[src/design/yuv_range_row_obstacle_filter_assert.svh]
// ----------------------------------------------------------------------------
// yuv range row obstacle filter assertion macros
// concurrent check wrappers, compiled out with NO_ASSERTIONS
// ----------------------------------------------------------------------------
`ifndef YUV_RANGE_ROW_OBSTACLE_FILTER_ASSERT_SVH
`define YUV_RANGE_ROW_OBSTACLE_FILTER_ASSERT_SVH

`ifndef NO_ASSERTIONS
// condition holds on every clock out of reset
`define YROF_ASSERT_ALWAYS(lbl, clk, rst_n, cond) \
    lbl: assert property (@(posedge clk) disable iff (!rst_n) (cond)) \
        else $error("yrof check failed");
// antecedent implies consequent in the same cycle
`define YROF_ASSERT_IMPLIES(lbl, clk, rst_n, ante, cons) \
    lbl: assert property (@(posedge clk) disable iff (!rst_n) (ante) |-> (cons)) \
        else $error("yrof check failed");
`else
`define YROF_ASSERT_ALWAYS(lbl, clk, rst_n, cond)
`define YROF_ASSERT_IMPLIES(lbl, clk, rst_n, ante, cons)
`endif

`endif

[src/design/yrof_pkg.sv]
// ----------------------------------------------------------------------------
// yrof_pkg
// shared constants, register codes and the command word of the row filter
// ----------------------------------------------------------------------------
package yrof_pkg;

    // pixel component width
    localparam int PIX_W = 8;
    // held segment buffer
    localparam int PENDING_DEPTH = 16;
    localparam int PEND_IDX_W    = $clog2(PENDING_DEPTH);
    localparam int LEN_W         = $clog2(PENDING_DEPTH + 1);
    // run counters
    localparam int CNT_W = 3;
    localparam logic [CNT_W-1:0] MAX_FREE_RUN    = CNT_W'(4);
    localparam logic [CNT_W-1:0] MAX_BLACK_COUNT = CNT_W'(4);
    // command queue between front and back
    localparam int CMD_DEPTH = 4;
    localparam int CMD_PTR_W = $clog2(CMD_DEPTH);
    localparam int CMD_CNT_W = $clog2(CMD_DEPTH + 1);

    // configuration port
    localparam int CFG_IDX_W  = 3;
    localparam int CFG_DATA_W = 8;

    typedef enum logic [CFG_IDX_W-1:0] {
        REG_LUMA_MIN        = 3'd0,
        REG_LUMA_MAX        = 3'd1,
        REG_BLUE_MIN        = 3'd2,
        REG_BLUE_MAX        = 3'd3,
        REG_RED_MIN         = 3'd4,
        REG_RED_MAX         = 3'd5,
        REG_FREE_RUN_NEEDED = 3'd6,
        REG_BLACK_NEEDED    = 3'd7
    } cfg_reg_t;

    // register reset values
    localparam logic [PIX_W-1:0] LUMA_MIN_RST = 8'd90;
    localparam logic [PIX_W-1:0] LUMA_MAX_RST = 8'd210;
    localparam logic [PIX_W-1:0] BLUE_MIN_RST = 8'd75;
    localparam logic [PIX_W-1:0] BLUE_MAX_RST = 8'd115;
    localparam logic [PIX_W-1:0] RED_MIN_RST  = 8'd69;
    localparam logic [PIX_W-1:0] RED_MAX_RST  = 8'd145;
    localparam logic [CNT_W-1:0] FREE_RUN_RST = 3'd3;
    localparam logic [CNT_W-1:0] BLACK_RST    = 3'd3;

    // one command: flush_len held marks (kept or forced to tail_mark),
    // then an optional tail word; row_end tags the final word
    typedef struct packed {
        logic [PENDING_DEPTH-1:0] marks;
        logic [LEN_W-1:0]         flush_len;
        logic                     flush_keep;
        logic                     tail_valid;
        logic                     tail_mark;
        logic                     row_end;
    } cmd_t;

endpackage

[src/design/yrof_front.sv]
// ----------------------------------------------------------------------------
// yrof_front
// range classification, row cleanup state and configuration registers;
// turns each accepted pixel into at most one output command
// ----------------------------------------------------------------------------
module yrof_front (
    input  logic                              aclk,
    input  logic                              aresetn,
    // configuration writes
    input  logic                              cfg_valid,
    input  logic [yrof_pkg::CFG_IDX_W-1:0]    cfg_index,
    input  logic [yrof_pkg::CFG_DATA_W-1:0]   cfg_data,
    // pixel in
    input  logic                              pix_accept,
    input  logic [yrof_pkg::PIX_W-1:0]        luma,
    input  logic [yrof_pkg::PIX_W-1:0]        blue_diff,
    input  logic [yrof_pkg::PIX_W-1:0]        red_diff,
    input  logic                              last_in_row,
    // command out
    output logic                              cmd_push,
    output yrof_pkg::cmd_t                    cmd
);

    // configuration registers
    logic [yrof_pkg::PIX_W-1:0] luma_min_reg, luma_max_reg;
    logic [yrof_pkg::PIX_W-1:0] blue_min_reg, blue_max_reg;
    logic [yrof_pkg::PIX_W-1:0] red_min_reg, red_max_reg;
    logic [yrof_pkg::CNT_W-1:0] free_run_needed_reg, black_needed_reg;

    // row state
    logic                               row_locked_reg, row_locked_next;
    logic [yrof_pkg::CNT_W-1:0]         black_seen_reg, black_seen_next;
    logic [yrof_pkg::CNT_W-1:0]         free_streak_reg, free_streak_next;
    logic                               segment_open_reg, segment_open_next;
    logic [yrof_pkg::LEN_W-1:0]         pending_length_reg, pending_length_next;
    logic [yrof_pkg::PENDING_DEPTH-1:0] pending_marks_reg, pending_marks_next;

    logic is_free;

    // config register writes
    always_ff @(posedge aclk) begin
        if (!aresetn) begin
            luma_min_reg        <= yrof_pkg::LUMA_MIN_RST;
            luma_max_reg        <= yrof_pkg::LUMA_MAX_RST;
            blue_min_reg        <= yrof_pkg::BLUE_MIN_RST;
            blue_max_reg        <= yrof_pkg::BLUE_MAX_RST;
            red_min_reg         <= yrof_pkg::RED_MIN_RST;
            red_max_reg         <= yrof_pkg::RED_MAX_RST;
            free_run_needed_reg <= yrof_pkg::FREE_RUN_RST;
            black_needed_reg    <= yrof_pkg::BLACK_RST;
        end else if (cfg_valid) begin
            unique case (yrof_pkg::cfg_reg_t'(cfg_index))
                yrof_pkg::REG_LUMA_MIN:        luma_min_reg <= cfg_data;
                yrof_pkg::REG_LUMA_MAX:        luma_max_reg <= cfg_data;
                yrof_pkg::REG_BLUE_MIN:        blue_min_reg <= cfg_data;
                yrof_pkg::REG_BLUE_MAX:        blue_max_reg <= cfg_data;
                yrof_pkg::REG_RED_MIN:         red_min_reg  <= cfg_data;
                yrof_pkg::REG_RED_MAX:         red_max_reg  <= cfg_data;
                yrof_pkg::REG_FREE_RUN_NEEDED:
                    free_run_needed_reg <= cfg_data[yrof_pkg::CNT_W-1:0];
                yrof_pkg::REG_BLACK_NEEDED:
                    black_needed_reg <= cfg_data[yrof_pkg::CNT_W-1:0];
                default: ;
            endcase
        end
    end

    // inclusive range check on all three components
    assign is_free = (luma >= luma_min_reg) && (luma <= luma_max_reg) &&
                     (blue_diff >= blue_min_reg) && (blue_diff <= blue_max_reg) &&
                     (red_diff >= red_min_reg) && (red_diff <= red_max_reg);

    // row cleanup decision and command build
    always_comb begin
        row_locked_next     = row_locked_reg;
        black_seen_next     = black_seen_reg;
        free_streak_next    = free_streak_reg;
        segment_open_next   = segment_open_reg;
        pending_length_next = pending_length_reg;
        pending_marks_next  = pending_marks_reg;

        cmd.marks      = pending_marks_reg;
        cmd.flush_len  = '0;
        cmd.flush_keep = 1'b0;
        cmd.tail_valid = 1'b0;
        cmd.tail_mark  = 1'b0;
        cmd.row_end    = last_in_row;

        if (row_locked_reg) begin
            // rest of row goes black
            cmd.tail_valid = 1'b1;
            cmd.tail_mark  = 1'b0;
        end else begin
            // run counters
            if (!is_free) begin
                if (!segment_open_reg) begin
                    segment_open_next   = 1'b1;
                    pending_length_next = '0;
                    black_seen_next     = '0;
                end
                if (black_seen_next < yrof_pkg::MAX_BLACK_COUNT) begin
                    black_seen_next = black_seen_next + 1'b1;
                end
                free_streak_next = '0;
            end else if (free_streak_reg < yrof_pkg::MAX_FREE_RUN) begin
                free_streak_next = free_streak_reg + 1'b1;
            end

            priority if (!segment_open_next) begin
                // outside a segment: pass straight through
                cmd.tail_valid = 1'b1;
                cmd.tail_mark  = is_free;
            end else if (is_free && (free_streak_next >= free_run_needed_reg)) begin
                // resolved free: held pixels turn white
                cmd.flush_len       = pending_length_next;
                cmd.tail_valid      = 1'b1;
                cmd.tail_mark       = 1'b1;
                pending_length_next = '0;
                segment_open_next   = 1'b0;
                black_seen_next     = '0;
            end else if (black_seen_next >= black_needed_reg) begin
                // resolved black: held pixels turn black, row locks
                cmd.flush_len       = pending_length_next;
                cmd.tail_valid      = 1'b1;
                cmd.tail_mark       = 1'b0;
                pending_length_next = '0;
                segment_open_next   = 1'b0;
                black_seen_next     = '0;
                row_locked_next     = 1'b1;
            end else begin
                // hold this pixel; a full buffer goes out unchanged
                pending_marks_next[pending_length_next[yrof_pkg::PEND_IDX_W-1:0]] = is_free;
                pending_length_next = pending_length_next + 1'b1;
                cmd.marks = pending_marks_next;
                if (pending_length_next ==
                    yrof_pkg::LEN_W'(yrof_pkg::PENDING_DEPTH)) begin
                    cmd.flush_len       = pending_length_next;
                    cmd.flush_keep      = 1'b1;
                    pending_length_next = '0;
                    segment_open_next   = 1'b0;
                    black_seen_next     = '0;
                end
            end
        end

        // row end: still open segment goes out unchanged, row state clears
        if (last_in_row) begin
            if (segment_open_next) begin
                cmd.flush_len  = pending_length_next;
                cmd.flush_keep = 1'b1;
            end
            row_locked_next     = 1'b0;
            black_seen_next     = '0;
            free_streak_next    = '0;
            segment_open_next   = 1'b0;
            pending_length_next = '0;
        end
    end

    // a held pixel that is not the row end yields nothing
    assign cmd_push = pix_accept && (cmd.tail_valid || (cmd.flush_len != '0));

    // row state registers
    always_ff @(posedge aclk) begin
        if (!aresetn) begin
            row_locked_reg     <= 1'b0;
            black_seen_reg     <= '0;
            free_streak_reg    <= '0;
            segment_open_reg   <= 1'b0;
            pending_length_reg <= '0;
        end else if (pix_accept) begin
            row_locked_reg     <= row_locked_next;
            black_seen_reg     <= black_seen_next;
            free_streak_reg    <= free_streak_next;
            segment_open_reg   <= segment_open_next;
            pending_length_reg <= pending_length_next;
        end
    end

    // held marks, no reset: only entries below the length are read
    always_ff @(posedge aclk) begin
        if (pix_accept) begin
            pending_marks_reg <= pending_marks_next;
        end
    end

endmodule

[src/design/yrof_cmd_fifo.sv]
// ----------------------------------------------------------------------------
// yrof_cmd_fifo
// short command queue between the classifying front and the output back
// ----------------------------------------------------------------------------
module yrof_cmd_fifo (
    input  logic            aclk,
    input  logic            aresetn,
    input  logic            push,
    input  yrof_pkg::cmd_t  push_cmd,
    input  logic            pop,
    output yrof_pkg::cmd_t  head_cmd,
    output logic            full,
    output logic            empty
);

    yrof_pkg::cmd_t                   entry_reg [yrof_pkg::CMD_DEPTH];
    logic [yrof_pkg::CMD_PTR_W-1:0]   wr_ptr_reg, rd_ptr_reg;
    logic [yrof_pkg::CMD_CNT_W-1:0]   count_reg;

    assign full     = (count_reg == yrof_pkg::CMD_CNT_W'(yrof_pkg::CMD_DEPTH));
    assign empty    = (count_reg == '0);
    assign head_cmd = entry_reg[rd_ptr_reg];

    // storage
    always_ff @(posedge aclk) begin
        if (push) begin
            entry_reg[wr_ptr_reg] <= push_cmd;
        end
    end

    // pointers and fill count
    always_ff @(posedge aclk) begin
        if (!aresetn) begin
            wr_ptr_reg <= '0;
            rd_ptr_reg <= '0;
            count_reg  <= '0;
        end else begin
            if (push) begin
                wr_ptr_reg <= wr_ptr_reg + 1'b1;
            end
            if (pop) begin
                rd_ptr_reg <= rd_ptr_reg + 1'b1;
            end
            unique case ({push, pop})
                2'b10:   count_reg <= count_reg + 1'b1;
                2'b01:   count_reg <= count_reg - 1'b1;
                default: count_reg <= count_reg;
            endcase
        end
    end

endmodule

[src/design/yrof_back.sv]
// ----------------------------------------------------------------------------
// yrof_back
// expands commands into output words, one per cycle while m_tready allows,
// through a held output register
// ----------------------------------------------------------------------------
module yrof_back (
    input  logic            aclk,
    input  logic            aresetn,
    input  yrof_pkg::cmd_t  head_cmd,
    input  logic            cmd_empty,
    output logic            cmd_pop,
    output logic            m_tvalid,
    input  logic            m_tready,
    output logic            free_space,
    output logic            last_result,
    output logic            row_done
);

    logic [yrof_pkg::LEN_W-1:0] pos_reg;
    logic                       out_valid_reg;
    logic                       free_space_reg, last_result_reg, row_done_reg;

    logic load, take, in_flush, word_mark, word_final;

    assign load = !out_valid_reg || m_tready;
    assign take = load && !cmd_empty;

    // pick the next word of the head command
    assign in_flush  = (pos_reg < head_cmd.flush_len);
    assign word_mark = (in_flush && head_cmd.flush_keep)
                     ? head_cmd.marks[pos_reg[yrof_pkg::PEND_IDX_W-1:0]]
                     : head_cmd.tail_mark;
    assign word_final = in_flush
                      ? ((pos_reg == head_cmd.flush_len - 1'b1) && !head_cmd.tail_valid)
                      : 1'b1;

    assign cmd_pop = take && word_final;

    // walk position and output register
    always_ff @(posedge aclk) begin
        if (!aresetn) begin
            pos_reg       <= '0;
            out_valid_reg <= 1'b0;
        end else begin
            if (take) begin
                pos_reg <= word_final ? '0 : pos_reg + 1'b1;
            end
            if (load) begin
                out_valid_reg <= !cmd_empty;
            end
        end
    end

    // output payload
    always_ff @(posedge aclk) begin
        if (take) begin
            free_space_reg  <= word_mark;
            last_result_reg <= word_final;
            row_done_reg    <= word_final && head_cmd.row_end;
        end
    end

    assign m_tvalid    = out_valid_reg;
    assign free_space  = free_space_reg;
    assign last_result = last_result_reg;
    assign row_done    = row_done_reg;

endmodule

[src/design/yuv_range_row_obstacle_filter.sv]
// path: a pixel passed straight through is written to the command queue, then
//   loaded into the output register; held pixels come out when their segment resolves
// throughput: one pixel per cycle while the 4-deep command queue has room; a
//   flush of up to 16 words drains one word per cycle from the back end while m_tready is high
// reset: aresetn synchronous active low; registers return to defaults, row
//   state clears and the queue and output register empty
// ----------------------------------------------------------------------------
// yuv_range_row_obstacle_filter
// marks yuv pixels free or obstacle by range and cleans up each row
// ----------------------------------------------------------------------------
`include "yuv_range_row_obstacle_filter_assert.svh"

module yuv_range_row_obstacle_filter (
    input  logic                              aclk,
    input  logic                              aresetn,
    // configuration write channel
    input  logic                              cfg_valid,
    output logic                              cfg_ready,
    input  logic [yrof_pkg::CFG_IDX_W-1:0]    cfg_index,
    input  logic [yrof_pkg::CFG_DATA_W-1:0]   cfg_data,
    // pixel stream in
    input  logic                              s_tvalid,
    output logic                              s_tready,
    input  logic [23:0]                       s_tdata,   // luma, blue_diff, red_diff
    input  logic                              s_tlast,   // last_in_row
    // result stream out
    output logic                              m_tvalid,
    input  logic                              m_tready,
    output logic [7:0]                        m_tdata,   // free_space, zero fill
    output logic [0:0]                        m_tuser,   // last_result
    output logic                              m_tlast    // row_done
);

    logic           pix_accept;
    logic           cmd_push, cmd_pop, cmd_full, cmd_empty;
    yrof_pkg::cmd_t push_cmd, head_cmd;
    logic           free_space, last_result, row_done;

    assign cfg_ready  = 1'b1;
    assign s_tready   = !cmd_full;
    assign pix_accept = s_tvalid && s_tready;

    // classify and resolve
    yrof_front u_front (
        .aclk        (aclk),
        .aresetn     (aresetn),
        .cfg_valid   (cfg_valid),
        .cfg_index   (cfg_index),
        .cfg_data    (cfg_data),
        .pix_accept  (pix_accept),
        .luma        (s_tdata[7:0]),
        .blue_diff   (s_tdata[15:8]),
        .red_diff    (s_tdata[23:16]),
        .last_in_row (s_tlast),
        .cmd_push    (cmd_push),
        .cmd         (push_cmd)
    );

    // command queue
    yrof_cmd_fifo u_fifo (
        .aclk     (aclk),
        .aresetn  (aresetn),
        .push     (cmd_push),
        .push_cmd (push_cmd),
        .pop      (cmd_pop),
        .head_cmd (head_cmd),
        .full     (cmd_full),
        .empty    (cmd_empty)
    );

    // word output
    yrof_back u_back (
        .aclk        (aclk),
        .aresetn     (aresetn),
        .head_cmd    (head_cmd),
        .cmd_empty   (cmd_empty),
        .cmd_pop     (cmd_pop),
        .m_tvalid    (m_tvalid),
        .m_tready    (m_tready),
        .free_space  (free_space),
        .last_result (last_result),
        .row_done    (row_done)
    );

    assign m_tdata = {7'd0, free_space};
    assign m_tuser = last_result;
    assign m_tlast = row_done;

    // checks
    `YROF_ASSERT_IMPLIES(a_no_overflow, aclk, aresetn, cmd_push, !cmd_full)
    `YROF_ASSERT_IMPLIES(a_row_end_pushes, aclk, aresetn, pix_accept && s_tlast, cmd_push)
    `YROF_ASSERT_IMPLIES(a_row_done_last, aclk, aresetn, m_tvalid && m_tlast, m_tuser[0])

endmodule

[config.mk]
export PLATFORM = sky130hd
export DESIGN_NAME = yuv_range_row_obstacle_filter
export DESIGN_NICKNAME = d
export VERILOG_FILES = /design/src/design/yrof_pkg.sv /design/src/design/yrof_front.sv /design/src/design/yrof_cmd_fifo.sv /design/src/design/yrof_back.sv /design/src/design/yuv_range_row_obstacle_filter.sv
export VERILOG_INCLUDE_DIRS = /design/src /design/src/design
export SDC_FILE = /design/constraint.sdc
export NUM_CORES = 1
export LEC_CHECK = 0
export BUFFER_PORTS_ARGS = -buffer_cell sky130_fd_sc_hd__buf_2
export CORE_ASPECT_RATIO = 0.5
export CORE_MARGIN = 2
export CORE_UTILIZATION = 45
export DETAILED_ROUTE_END_ITERATION = 7
export GPL_ROUTABILITY_DRIVEN = 1
export PLACE_DENSITY = 0.67
export REMOVE_ABC_BUFFERS = 1
export SLEW_MARGIN = 20
export SYNTH_ARGS = -nofsm -noshare
export SYNTH_HDL_FRONTEND = slang
export SYNTH_SLANG_ARGS = --single-unit
[constraint.sdc]
create_clock -name aclk -period 5.6 [get_ports aclk]
set_input_delay 0.84 -clock aclk [delete_from_list [all_inputs] [get_ports aclk]]
set_output_delay 0.84 -clock aclk [all_outputs]
set_load 0.01 [all_outputs]
After elaboration in Yosys (flattened, before gate mapping)
Memory sizes are Yosys's and may differ from the RTL's. A register that Yosys moved wholly into a read port is not among the register bits.
Index checks and enable logic that the tools add are counted.
W data, S select, Z words.
{ "word_totals": {"ramBits": 100, "inputBits": 41, "n_memories": 1, "elab_cells": 161, "regBits": 99, "out_inout_bits": 13} }
{ "memory_table": {"columns": ["name", "depth", "width", "read_ports", "rd_clocked_by_memory_dff", "wr", "line_no", "text"], "rows": [
  ["u_fifo.entry_reg", 4, 25, 1, 1, 1, "yrof_cmd_fifo.sv:16", "yrof_pkg::cmd_t entry_reg [yrof_pkg::CMD_DEPTH];"]
]} }
{ "op_classes": {"n_bitwise": 1, "muxes": 67, "order_cmp": 14, "eq_ne": 13, "reduce_logical": 34, "add_sub_neg": 9} }
{ "ops": {"columns": ["cell", "n"], "rows": [
  ["$mux W5", 12],
  ["$mux W3", 17],
  ["$mux W22", 2],
  ["$mux W16", 2],
  ["$ge A8 B8 Y1", 3],
  ["$le A8 B8 Y1", 3],
  ["$mux W1", 21],
  ["$mux W6", 3],
  ["$reduce_and A2 Y1", 9],
  ["$bwmux W16", 1],
  ["$eq A3 B3 Y1 const B", 5],
  ["$logic_and A1 B1 Y1", 14],
  ["$mux W2", 6],
  ["$add A5 B1 Y5 const B", 2],
  ["$lt A4 B5 Y1 const B", 2],
  ["$add A3 B1 Y3 const B", 3],
  ["$eq A3 B2 Y1 const B", 2],
  ["$ge A3 B3 Y1", 2],
  ["$logic_not A3 Y1", 2],
  ["$lt A3 B3 Y1 const B", 2],
  ["$pmux W3 S2", 1],
  ["$eq A5 B5 Y1", 1],
  ["$eq A5 B5 Y1 const B", 1],
  ["$lt A5 B5 Y1", 1],
  ["16 further kinds", 21]
]} }

Longest topological paths before layout
Gate-level depths: netlist (run 1).
{ "depth": {"word_depth": 24, "depth_mapped": 29, "depth_no_buf": 28} }

Cells and area by module
From an unflattened synthesis (run 1), not the netlist that was laid out.
{ "hier_totals": {"cells_unflattened": 965, "hier_area_um2": 10586.4} }
{ "by_module_without_submodules": {"columns": ["module", "n_inst", "cells_per_inst", "area_per_inst_um2", "seq_area_each_um2"], "rows": [
  ["yrof_front", 1, 693, 5617.9, 1821.7],
  ["yrof_cmd_fifo", 1, 177, 4101.4, 3183.1],
  ["yrof_back", 1, 82, 782.0, 210.2],
  ["yuv_range_row_obstacle_filter", 1, 13, 85.1, 0.0]
]} }

Worst setup path before layout (run 1)
Ideal clock, no wire load.
{ "synth_path": {"kind": "input to register", "startpoint": "input s_tdata[10]", "endpoint": "register u_fifo.count_reg[2] in the netlist's numbering", "path_stages": 28, "arrival_ns": 5.615, "slack_ns": -0.091, "n_path_buf": 2, "cell_sequence": "ha_1 and3_1 o21ai_1 a31oi_1 a211o_1 nand4_1 clkbuf_1 clkbuf_1 nor2_1 a21oi_1 inv_1 ha_1 nand2b_1 a21o_1 a21o_1 nor2_1 and3_1 a32oi_2 a21oi_2 a211oi_4 a31oi_4 inv_1 ha_1 inv_1 fa_1 xor2_1 or3_1 a21boi_0"} }
{ "synth_via": {"elab_chain_cells": 21, "word_cells_on_any_way": 47} }
{ "synth_lines": {"columns": ["item", "line_no", "text"], "rows": [
  ["from (decl)", "yuv_range_row_obstacle_filter.sv:24", "input logic [23:0] s_tdata,"],
  ["$ge A8 B8 Y1", "yrof_front.sv:70", "(blue_diff >= blue_min_reg) && (blue_diff <= blue_max_reg) &&"],
  ["$logic_and A1 B1 Y1", "yrof_front.sv:69", "assign is_free = (luma >= luma_min_reg) && (luma <= luma_max_reg) &&"],
  ["$logic_and A1 B1 Y1 (*) (2 in series)", "yrof_front.sv:70", null],
  ["$logic_and A1 B1 Y1 (*)", "yrof_front.sv:71", "(red_diff >= red_min_reg) && (red_diff <= red_max_reg);"],
  ["$mux W5", "yrof_front.sv:95", "if (!is_free) begin"],
  ["$mux W5", "yrof_front.sv:89", "if (row_locked_reg) begin"],
  ["$add A5 B1 Y5", "yrof_front.sv:133", "pending_length_next = pending_length_next + 1'b1;"],
  ["$eq A5 B5 Y1", "yrof_front.sv:135", "if (pending_length_next =="],
  ["[4 not listed]", null, null],
  ["$mux W22 (tied with other cells)", "yrof_front.sv:89", null],
  ["$mux W6", "yrof_front.sv:148", "if (segment_open_next) begin"],
  ["$mux W6", "yrof_front.sv:147", "if (last_in_row) begin"],
  ["$reduce_bool A5 Y1", "yrof_front.sv:161", "assign cmd_push = pix_accept && (cmd.tail_valid || (cmd.flush_len != '0));"],
  ["$logic_or A1 B1 Y1 (*)", "yrof_front.sv:161", null],
  ["$logic_and A1 B1 Y1 (*)", "yrof_front.sv:161", null],
  ["$eq A2 B1 Y1 or $eq A2 B2 Y1 (tied branches)", "yrof_cmd_fifo.sv:44", "unique case ({push, pop})"],
  ["$pmux W3 S2 or $reduce_bool A2 Y1 (tied branches)", null, null],
  ["to (signal assigned)", "yrof_cmd_fifo.sv:45", "2'b10: count_reg <= count_reg + 1'b1;"],
  ["to (signal assigned)", "yrof_cmd_fifo.sv:46", "2'b01: count_reg <= count_reg - 1'b1;"],
  ["to (signal assigned)", "yrof_cmd_fifo.sv:47", "default: count_reg <= count_reg;"],
  ["to (decl)", "yrof_cmd_fifo.sv:18", "logic [yrof_pkg::CMD_CNT_W-1:0] count_reg;"]
]} }
Mark *: on every way between the ends. The rest lies on a longest branch, timed or not. The select of a mux whose other input is x is not followed.
A chain may end at the register's enable or synchronous reset.

Worst setup path in the final report (run 1)
{ "layout_path": {"startpoint": "input s_tdata[2]", "endpoint": "register u_fifo.count_reg[2] in the netlist's numbering"} }
{ "layout_via": {"elab_chain_cells": 22, "word_cells_on_any_way": 48} }
{ "layout_lines": {"columns": ["item", "line_no"], "rows": [
  ["$ge A8 B8 Y1 or $le A8 B8 Y1 (tied branches)", "yrof_front.sv:69"],
  ["$logic_and A1 B1 Y1 (*) (2 in series)", "yrof_front.sv:69"],
  ["$logic_and A1 B1 Y1 (*) (2 in series)", "yrof_front.sv:70"],
  ["$logic_and A1 B1 Y1 (*)", "yrof_front.sv:71"],
  ["$mux W5", "yrof_front.sv:95"],
  ["$mux W5", "yrof_front.sv:89"],
  ["$add A5 B1 Y5", "yrof_front.sv:133"],
  ["$eq A5 B5 Y1", "yrof_front.sv:135"],
  ["[4 not listed]", null],
  ["$mux W22 (tied with other cells)", "yrof_front.sv:89"],
  ["$mux W6", "yrof_front.sv:148"],
  ["$mux W6", "yrof_front.sv:147"],
  ["$reduce_bool A5 Y1", "yrof_front.sv:161"],
  ["$logic_or A1 B1 Y1 (*)", "yrof_front.sv:161"],
  ["$logic_and A1 B1 Y1 (*)", "yrof_front.sv:161"],
  ["$eq A2 B1 Y1 or $eq A2 B2 Y1 (tied branches)", "yrof_cmd_fifo.sv:44"],
  ["$pmux W3 S2 or $reduce_bool A2 Y1 (tied branches)", null]
]} }
Marks and branches as above.

==> results.yml, run 1 <==
critical_path:
  worst_r2r_endpoint: "u_fifo.count_reg[2]$_SDFFE_PN0P_"
  cp_slowest_cell: "fa_1"
  cp-end-kind: "flop"
  critPathLaunchType: "primary input"
  cp.required_ns: 6.03
  critPathKind: "primary input to flop"
  cp_max_fo: 4
  rr_worst_depth: 26
  slowest_delay_ns: 0.38
  reg2reg_from: "u_front.luma_min_reg[2]$_SDFFE_PN0P_"
  path_common_cell: "ha_1"
  r2r_slack_ns: 0.37
  critPathArrivalTime_ns: 5.76
floorplanning:
  io_pins: 54
  die_w_um: 220
  die_area_mm2: 0.0247
  std_cell_rows: 39
  core_mm2: 0.0229
  floorplan.initialDensity_pct: 46.0
  die_h_um: 112
pwr:
  total_leakage_power_nw: 4.44
  ir_drop_uv: 199
  power.density_mw_per_mm2: 294
grt:
  grt_overflow: 0
  antenna_found_initial: 0
  grt_start_max_net_pins: 42
  grt_pass1_wl_um: 37600
  grt_pass1_vias: 7373
  gr-usage-all-layers_pct: 19.0
placed_design:
  gp_congestion: 0.880
  dp_hpwl_um: 16100
  io_buffers: 45
clocking:
  clockBufferDepth: 3
  h-tree-depth: 1
  cts_tree: "done"
  root_buffer: "clkbuf_16"
  clkLatencyLatePin_ns: 0.51
  path_clk_slew_ns: 0.06
  cts_buffers: 20
  clock-sinks: 201
timing:
  worstMarginPinSlew_ns: 1.01
  hold_viol: 0
  slew_viol_final: 0
  fin_crit_sh_pct: 95.2
  fmax_mhz: 188
  finClkSkew_ns: 0.0149
  final.min_clock_period_ns: 5.33
  fin_hold_ws_ns: 0.465
  fin_tns_setup_ns: 0
  worst_slew_margin_rel_pct: 32.7
  setup_violations: 0
routing:
  via_per_inst: 5.48
  wirelength_um: 23200
  avgRoutedWirePerCell_um: 17.1
  vias: 7436
  ant_nets: 0
  drc_errors: 0
  drt_iter0_markers: 484
  first_pass_iters: 5
synth:
  ys_seq_elements: 201
  seq_area_frac_synth_pct: 49.5
  synth_cell_types: 67
  async_flop_share_pct: 0
  yosysWarnings: 0
  netlist.area_leader.share_pct: 33.9
  synth-edff-count: 119
  synth.cell_area_mm2: 0.0105
  synth_area_leader_cell: "edfxtp_1"
  syn_inst: 967
  avgSynthCellArea_um2: 10.9
  ys.flop_type: "edfxtp_1"
  synth_area_leaders: "edfxtp_1, dfxtp_1, ha_1, mux4_2, nand2_1"
cells_and_area:
  largest_register_ffs: 100
  fillCellCount: 1964
  antenna_cells: 0
  nets: 1154
  drive_above_1_share_pct: 18.9
  syn2layout_area_growth_pct: 15.1
run_status:
  outcome: "completed"
flow_run:
  maxCapViolations: 0
worst_hold_path:
  min_to: "u_front.red_max_reg[6]$_SDFFE_PN0P_"
  hold_start: "u_front.red_max_reg[6]$_SDFFE_PN0P_"
  min_path_cells: 2
  hold_path_class: "flop to flop"
[placed cells by master (no fill, tap or decap), drive strengths merged, types with 24 or more instances in the layout]
cell type and instances:
mux4 29, ha 73, o21ai 55, nand2 135
inv 75, buf 98, o211ai 24, clkbuf 26
and2 25, edfxtp 119, a21oi 45, nor2 30
dfxtp 82, a21boi 31
[repair_timing]
| item | 4_1_cts | 5_1_grt |
|---|---|---|
| endpoints found under the setup margin | 0 | 2 |
| gates resized for setup | 0 | 12 |
| hold buffers | 0 | 0 |
| setup buffers | 0 | 2 |
[layer usage]
layer  global-route usage [%]  share of wire [%]
met1                     26.1                 46
met2                     31.8                 46
met3                     3.36                6.0
met4                     4.07                1.9
met5                        0                  0
[layout make-up]
class,count,area (µm²),share of cell area [%]
Clock inverter,8,151,1.25
Inverter,75,282,2.32
Tap cell,307,384,3.17
Clock buffer,26,543,4.48
Multi-Input combinational cell,643,4870,40.2
Timing Repair Buffer,98,673,5.55
Sequential cell,201,5220,43.0
[synth_stat cells, types with 7 or more instances]
cell / number
a21boi_0: 30
a21oi_1: 42
and2_1: 25
and3_1: 7
buf_2: 7
buf_4: 9
clkbuf_1: 35
dfxtp_1: 82
edfxtp_1: 119
ha_1: 73
inv_1: 74
mux2_2: 19
mux2i_1: 9
mux4_2: 29
nand2_1: 135
nand2b_1: 13
nand3_1: 16
nand4_1: 13
nor2_1: 30
nor2b_1: 19
nor3_1: 10
o211ai_1: 24
o21ai_0: 48
o21ai_1: 7
xnor2_1: 10
xor2_1: 7
[stage by stage]
step / cell area [µm²] / worst slack (ns) / util, % / total power, mW / std cells
after global routing: 12100 / -0.0165 / 53.0 / 3.70 / 1358
after CTS: 12000 / 0.234 / 52.6 / 3.58 / 1356
after detailed placement: 11300 / -0.264 / 49.6 / 2.16 / 1322
final: 12100 / 0.271 / 53.0 / 3.56 / 1358
after floorplan: 10300 / -0.588 / - / 1.98 / 919
after global placement: 11300 / -0.142 / 49.5 / 2.14 / 1322
[worst max path at each step]
stage               slack [ns]                                to        start  depth (start not counted)
global placement         -0.14  u_fifo.count_reg[2]$_SDFFE_PN0P_   s_tdata[1]                         29
floorplan                -0.59  u_fifo.count_reg[2]$_SDFFE_PN0P_   s_tdata[1]                         27
global route             -0.02  u_fifo.count_reg[2]$_SDFFE_PN0P_  s_tdata[17]                         29
finish                    0.27  u_fifo.count_reg[2]$_SDFFE_PN0P_   s_tdata[2]                         26
detailed placement       -0.26  u_fifo.count_reg[2]$_SDFFE_PN0P_   s_tdata[1]                         28
CTS                       0.23  u_fifo.count_reg[2]$_SDFFE_PN0P_   s_tdata[1]                         28
[critical path: cells and delay by family]
kind	cells	cell delay, ns
muxes	1	0.37
AOI/OAI and AO/OA	11	1.92
adders and majority gates	4	1.12
buffers and inverters	4	0.42
xor gates and xnor gates	1	0.16
and+or+nand+nor	5	0.90
[cells by family after synthesis]
kind of cell    synth area share (%)
compound gates                  12.9
buf+inv                         5.14
other cells                   0.0713
mux                             9.09
flops                           49.5
fa+ha+maj                       8.86
xor+xnor                        1.57
simple gates                    12.9
[where the power goes]
| group | internal (mW) | switching (mW) | total [mW] | leakage [nW] |
|---|---|---|---|---|
| Clock | 0.868 | 0.559 | 1.43 | 0.332 |
| Combinational | 0.197 | 0.255 | 0.452 | 2.52 |
| Sequential | 1.64 | 0.0442 | 1.68 | 1.59 |
| Total | 2.70 | 0.858 | 3.56 | 4.44 |
(Power assumes the default switching activity.)
==> run 2: changes to the inputs <==
--- a/config.mk
+++ b/config.mk
@@ -9,10 +9,10 @@
 export BUFFER_PORTS_ARGS = -buffer_cell sky130_fd_sc_hd__buf_2
 export CORE_ASPECT_RATIO = 0.5
 export CORE_MARGIN = 2
-export CORE_UTILIZATION = 45
+export CORE_UTILIZATION = 50
 export DETAILED_ROUTE_END_ITERATION = 7
 export GPL_ROUTABILITY_DRIVEN = 1
-export PLACE_DENSITY = 0.67
+export PLACE_DENSITY = 0.73
 export REMOVE_ABC_BUFFERS = 1
 export SLEW_MARGIN = 20
 export SYNTH_ARGS = -nofsm -noshare
==> results.yml, run 2 (synthesis results as in run 1) <==
routing:
  ant_nets: 0
  drt_iter0_markers: 577
  drc_errors: 0
  avgRoutedWirePerCell_um: 17.7
  via_per_inst: 5.72
  vias: 7567
  wirelength_um: 23400
  first_pass_iters: 5
cells_and_area:
  syn2layout_area_growth_pct: 14.3
  drive_above_1_share_pct: 19.3
  largest_register_ffs: 100
  nets: 1150
  instances_no_fill: 1322
  utilization_pct: 58.5
  postLayoutCellArea_mm2: 0.0120
  layout_common_cells: "nand2_1, edfxtp_1, dfxtp_1, inv_1, ha_1"
  antenna_cells: 0
  mostFrequentLayoutCell: "nand2_1"
  fillCellCount: 1630
clocking:
  clockBufferDepth: 3
  cts_buffers: 20
  clkLatencyLatePin_ns: 0.50
  path_clk_slew_ns: 0.06
  root_buffer: "clkbuf_16"
  ctsHoldBuffers: 0
  h-tree-depth: 1
  clock-sinks: 201
  cts_tree: "done"
floorplanning:
  die_w_um: 209
  floorplan.initialDensity_pct: 51.1
  io_pins: 54
  die_area_mm2: 0.0223
  core_mm2: 0.0206
  std_cell_rows: 37
  die_h_um: 107
pwr:
  total_leakage_power_nw: 4.41
  power.density_mw_per_mm2: 291
  combPwrFrac_pct: 13.0
  clock_power_share_pct: 38.8
  p_int_mw: 2.63
  swShare_pct: 24.8
  finalPower_mw: 3.50
  p_sw_mw: 0.867
  seq_power_share_pct: 48.2
  ir_drop_uv: 194
timing:
  worst_slew_margin_rel_pct: 33.8
  fin_tns_setup_ns: 0
  hold_viol: 0
  slew_viol_final: 0
  finClkSkew_ns: 0.0228
  fmax_mhz: 187
  final.min_clock_period_ns: 5.36
  worstMarginPinSlew_ns: 0.993
  fin_crit_sh_pct: 95.7
  setup_violations: 0
grt:
  gr-usage-all-layers_pct: 21.3
  antenna_found_initial: 0
  grt_start_max_net_pins: 81
  grt_pass1_wl_um: 38100
  grt_pass1_vias: 7598
  grt_overflow: 0
placed_design:
  dp_hpwl_um: 16200
  gp_congestion: 0.947
  postPlaceCellArea_mm2: 0.0113
  io_buffers: 45
  placed_cells: 1284
critical_path:
  critPathLaunchType: "primary input"
  critPathArrivalTime_ns: 5.79
  critPathKind: "primary input to flop"
  cp-end-kind: "flop"
  cp.required_ns: 6.03
  cp_max_fo: 6
  r2r_slack_ns: 0.31
flow_run:
  maxCapViolations: 0
worst_hold_path:
  hold_path_class: "flop to flop"
run_status:
  outcome: "completed"
[run 2: final timing paths]
kind                                                      startpoint                                   end  cells past startpoint
worst max-delay path                                     s_tdata[17]      u_fifo.count_reg[2]$_SDFFE_PN0P_                     26
worst min-delay path            u_front.luma_min_reg[7]$_SDFFE_PN0P_  u_front.luma_min_reg[7]$_SDFFE_PN0P_                      2
worst max register to register   u_front.red_max_reg[1]$_SDFFE_PN0P_      u_fifo.count_reg[2]$_SDFFE_PN0P_                     26
worst min register to register  u_front.luma_min_reg[7]$_SDFFE_PN0P_  u_front.luma_min_reg[7]$_SDFFE_PN0P_                      2
[run 2: worst max-delay path, stage by stage]
cell       delay [ns]
buf_2            0.11
ha_1             0.27
nor2b_1          0.14
o211ai_1         0.17
a2111oi_4        0.45
nor3_4           0.09
and4_4           0.23
a21oi_2          0.10
mux2_2           0.36
ha_1             0.28
a21o_1           0.15
a21o_1           0.14
nor2_1           0.06
and3_4           0.22
a32oi_4          0.30
buf_6            0.15
a21oi_2          0.04
a211oi_4         0.27
a31oi_4          0.13
inv_1            0.09
ha_2             0.18
inv_1            0.05
fa_1             0.37
xor2_1           0.16
or3_1            0.30
a21boi_1         0.15
[run 2: metrics by stage]
| stage | hold WS [ns] | setup slack, ns |
|---|---|---|
| 6_report | 0.468 | 0.239 |
| 5_1_grt | 0.497 | -0.0645 |
| 4_1_cts | 0.471 | 0.0644 |
| 3_5_place_dp | 0.462 | -0.377 |
| 3_3_place_gp | 0.453 | -0.259 |
| 2_1_floorplan | 0.443 | -0.588 |
[run 2: power by group through the flow]
stage          logic (mW)  registers (mW)  clock network [mW]
6_report            0.455            1.69                1.36
5_1_grt             0.500            1.69                1.44
4_1_cts             0.444            1.69                1.38
3_5_place_dp        0.438            1.72                   0
3_3_place_gp        0.421            1.71                   0
2_1_floorplan       0.270            1.71                   0
[run 2: cell type report]
| cell class | count | area [µm²] | area share (%) |
|---|---|---|---|
| Sequential cell | 201 | 5220 | 43.3 |
| Multi-Input combinational cell | 643 | 4880 | 40.6 |
| Timing Repair Buffer | 94 | 647 | 5.37 |
| Clock buffer | 26 | 553 | 4.59 |
| Tap cell | 273 | 342 | 2.84 |
| Inverter | 75 | 282 | 2.34 |
| Clock inverter | 10 | 118 | 0.977 |
[run 2: per-layer routing]
metal  global-route usage, %  share of wire (%)  up-vias
li1                        -                  -     3606
met1                    27.7                 44     3650
met2                    37.3                 48      269
met3                    3.49                6.1       42
met4                    5.66                2.0        0
met5                       0                  0        -
[run 2: what timing repair did]
item,CTS,global route
setup endpoints to repair,0,3
setup buffers,0,2
hold endpoints to repair,0,0
gates resized for setup,0,18
==> run 3: changes to the inputs <==
--- a/config.mk
+++ b/config.mk
@@ -7,14 +7,17 @@
 export NUM_CORES = 1
 export LEC_CHECK = 0
 export BUFFER_PORTS_ARGS = -buffer_cell sky130_fd_sc_hd__buf_2
+export CELL_PAD_IN_SITES_DETAIL_PLACEMENT = 0
+export CELL_PAD_IN_SITES_GLOBAL_PLACEMENT = 1
 export CORE_ASPECT_RATIO = 0.5
 export CORE_MARGIN = 2
-export CORE_UTILIZATION = 50
+export CORE_UTILIZATION = 45
 export DETAILED_ROUTE_END_ITERATION = 7
 export GPL_ROUTABILITY_DRIVEN = 1
-export PLACE_DENSITY = 0.73
+export PLACE_DENSITY = 0.8
 export REMOVE_ABC_BUFFERS = 1
 export SLEW_MARGIN = 20
 export SYNTH_ARGS = -nofsm -noshare
 export SYNTH_HDL_FRONTEND = slang
+export SYNTH_HIERARCHICAL = 1
 export SYNTH_SLANG_ARGS = --single-unit
==> constraint.sdc (replaced) <==
create_clock -name aclk -period 5.6 [get_ports aclk]
set_input_delay 0 -clock aclk [delete_from_list [all_inputs] [get_ports aclk]]
set_output_delay 0 -clock aclk [all_outputs]
set_load 0.01 [all_outputs]
==> results.yml, run 3 <==
clocking:
  cts_tree: "done"
  clkLatencyLatePin_ns: 0.49
  path_clk_slew_ns: 0.06
  clockBufferDepth: 3
  cts_buffers: 20
  clock-sinks: 201
  h-tree-depth: 1
  root_buffer: "clkbuf_16"
floorplanning:
  die_area_mm2: 0.0248
  die_h_um: 112
  die_w_um: 221
  core_mm2: 0.0229
  io_pins: 54
  floorplan.initialDensity_pct: 46.2
  std_cell_rows: 39
grt:
  grt_overflow: 0
  antenna_found_initial: 0
  grt_pass1_vias: 7419
  grt_start_max_net_pins: 82
  gr-usage-all-layers_pct: 19.2
  grt_pass1_wl_um: 38600
routing:
  ant_nets: 0
  drt_iter0_markers: 475
  wirelength_um: 23500
  drc_errors: 0
  first_pass_iters: 5
  vias: 7467
  via_per_inst: 5.56
  avgRoutedWirePerCell_um: 17.5
critical_path:
  path_delay_family: "compound AO/OA/AOI/OAI gates"
  critPathLaunchType: "flop"
  cp-end-kind: "flop"
  cp_slowest_cell: "a2111o_1"
  critPathArrivalTime_ns: 5.77
  cp_cell_sequence: "ha_1 -> nand2b_1 -> a2111o_1 -> a211oi_4 -> a311oi_2 -> and3_4 -> a21oi_2 -> mux2_2 -> ha_1 -> a21o_1 -> a21o_1 -> nor3b_4 -> buf_4 -> o22a_2 -> o22a_1 -> o41a_1 -> inv_1 -> ha_1 -> inv_1 -> fa_1 -> xor2_1 -> or3_1 -> a21boi_1"
  path_buf_inv: 3
  cp_max_fo: 6
  reg2reg_from: "u_front/luma_min_reg[0]$_SDFFE_PN0P_"
  path_common_cell: "ha_1"
  setup.worst_path.start: "u_front/luma_min_reg[0]$_SDFFE_PN0P_"
  critPathKind: "flop to flop"
  cp.required_ns: 6.02
  slowest_delay_ns: 0.40
cells_and_area:
  mostFrequentLayoutCell: "nand2_1"
  syn2layout_area_growth_pct: 12.7
  largest_register_ffs: 100
  antenna_cells: 0
  layout_common_cells: "nand2_1, edfxtp_1, dfxtp_1, inv_1, ha_1"
  nets: 1137
  fillCellCount: 2008
  drive_above_1_share_pct: 15.0
timing:
  worst_slew_margin_rel_pct: 36.3
  fin_tns_setup_ns: 0
  fmax_mhz: 187
  fin_crit_sh_pct: 95.6
  final.min_clock_period_ns: 5.35
  slew_viol_final: 0
  worstMarginPinSlew_ns: 0.952
  setup_violations: 0
  hold_viol: 0
  fin_hold_ws_ns: 0.0268
  rsz0062_at_grt: "no"
  finClkSkew_ns: 0.0114
synth:
  avgSynthCellArea_um2: 11.0
  ys_seq_elements: 201
  ys.flop_type: "edfxtp_1"
  synth-edff-count: 119
  seq_area_frac_synth_pct: 49.3
  synth_area_leaders: "edfxtp_1, dfxtp_1, ha_1, nand2_1, mux4_2"
  synth_area_leader_cell: "edfxtp_1"
  yosysWarnings: 6
  ys_top_cells_by_count: "nand2_1, edfxtp_1, dfxtp_1"
  syn_inst: 965
  netlist.area_leader.share_pct: 33.8
  synth_cell_types: 73
  yosysMostFrequentCell: "nand2_1"
  synth.cell_area_mm2: 0.0106
  async_flop_share_pct: 0
worst_hold_path:
  hold_start: "cfg_index[0]"
  hold_path_class: "primary input to flop"
flow_run:
  maxCapViolations: 0
run_status:
  outcome: "completed"
pwr:
  total_leakage_power_nw: 4.59
  power.density_mw_per_mm2: 302
  ir_drop_uv: 226
placed_design:
  gp_congestion: 0.868
  io_buffers: 45
  dp_hpwl_um: 16500
run 3: cell count changes in the layout (fill, tap and decap cells not counted), sizes merged, moves of 4 or more:
cell         before  now
a41oi             1    5
buf              94   72
dlygate4sd3       0   10
inv              75   81
mux2             19   12
nand3            16   37
o21ai            55   33
o22a              0    5
run 3: area by class of cell:
class / instances / area (µm²) / area share, %
Clock inverter: 6 / 70.1 / 0.587
Timing Repair Buffer: 82 / 528 / 4.43
Sequential cell: 201 / 5220 / 43.7
Clock buffer: 29 / 576 / 4.83
Inverter: 80 / 300 / 2.52
Multi-Input combinational cell: 637 / 4850 / 40.7
Tap cell: 307 / 384 / 3.22
run 3: cell families after synthesis:
logic type | Yosys count | share of synthesized area, %
muxes | 50 | 8.70
xor gates and xnor gates | 12 | 0.993
other | 2 | 0.0709
AOI/OAI and AO/OA | 201 | 13.1
adders and majority gates | 74 | 8.82
and+or+nand+nor | 292 | 13.4
DFF | 201 | 49.3
buffers and inverters | 133 | 5.61
run 3: worst register-to-register path: cells and delay by family, from the launching register on:
kind,cells,cell delay [ns]
xor+xnor,1,0.16
fa+ha+maj,4,1.08
compound gates,10,2.29
buf+inv,3,0.32
simple gates,4,0.74
mux,1,0.36
flops,1,0.31
run 3: path summary, 6_finish.rpt:
check	end	cells after the start	slack [ns]
hold / removal	u_front/red_min_reg[7]$_SDFFE_PN0P_	4	0.03
hold reg to reg	u_front/luma_max_reg[5]$_SDFFE_PN0P_	2	0.47
setup reg to reg	u_fifo/count_reg[2]$_SDFFE_PN0P_	23	0.25
setup / recovery	u_fifo/count_reg[2]$_SDFFE_PN0P_	23	0.25
run 3: repair_timing:
| item | 4_1_cts | 5_1_grt |
|---|---|---|
| gates resized for setup | 0 | 12 |
| setup endpoints to repair | 0 | 2 |
| hold endpoints to repair | 61 | 0 |
| setup buffers | 0 | 1 |
| hold buffers | 10 | 0 |
run 3: metal layers:
| metal | track usage, % | routed length, µm | vias up |
|---|---|---|---|
| met5 | 0 | 0 | - |
| met4 | 4.30 | 316 | 0 |
| met3 | 2.88 | 1070 | 26 |
| met2 | 32.8 | 11200 | 195 |
| met1 | 25.9 | 11000 | 3624 |
| li1 | - | - | 3622 |
run 3: through the flow:
| step | total power, mW | setup slack, ns | instance area, µm² | std cells | utilization, % |
|---|---|---|---|---|---|
| 2_1_floorplan | 2.11 | 0.234 | 10300 | 918 | - |
| 4_1_cts | 3.64 | 0.000477 | 11900 | 1341 | 51.7 |
| 5_1_grt | 3.77 | 0.00364 | 11900 | 1342 | 52.0 |
| 3_5_place_dp | 2.32 | 0.0194 | 11100 | 1296 | 48.5 |
| 3_3_place_gp | 2.29 | 0.168 | 11100 | 1296 | 48.5 |
| 6_report | 3.61 | 0.247 | 11900 | 1342 | 52.0 |
run 3: power breakdown:
group | leakage (nW) | internal, mW | switching, mW
Clock | 0.318 | 0.766 | 0.547
Sequential | 1.77 | 1.68 | 0.0597
Combinational | 2.50 | 0.240 | 0.312
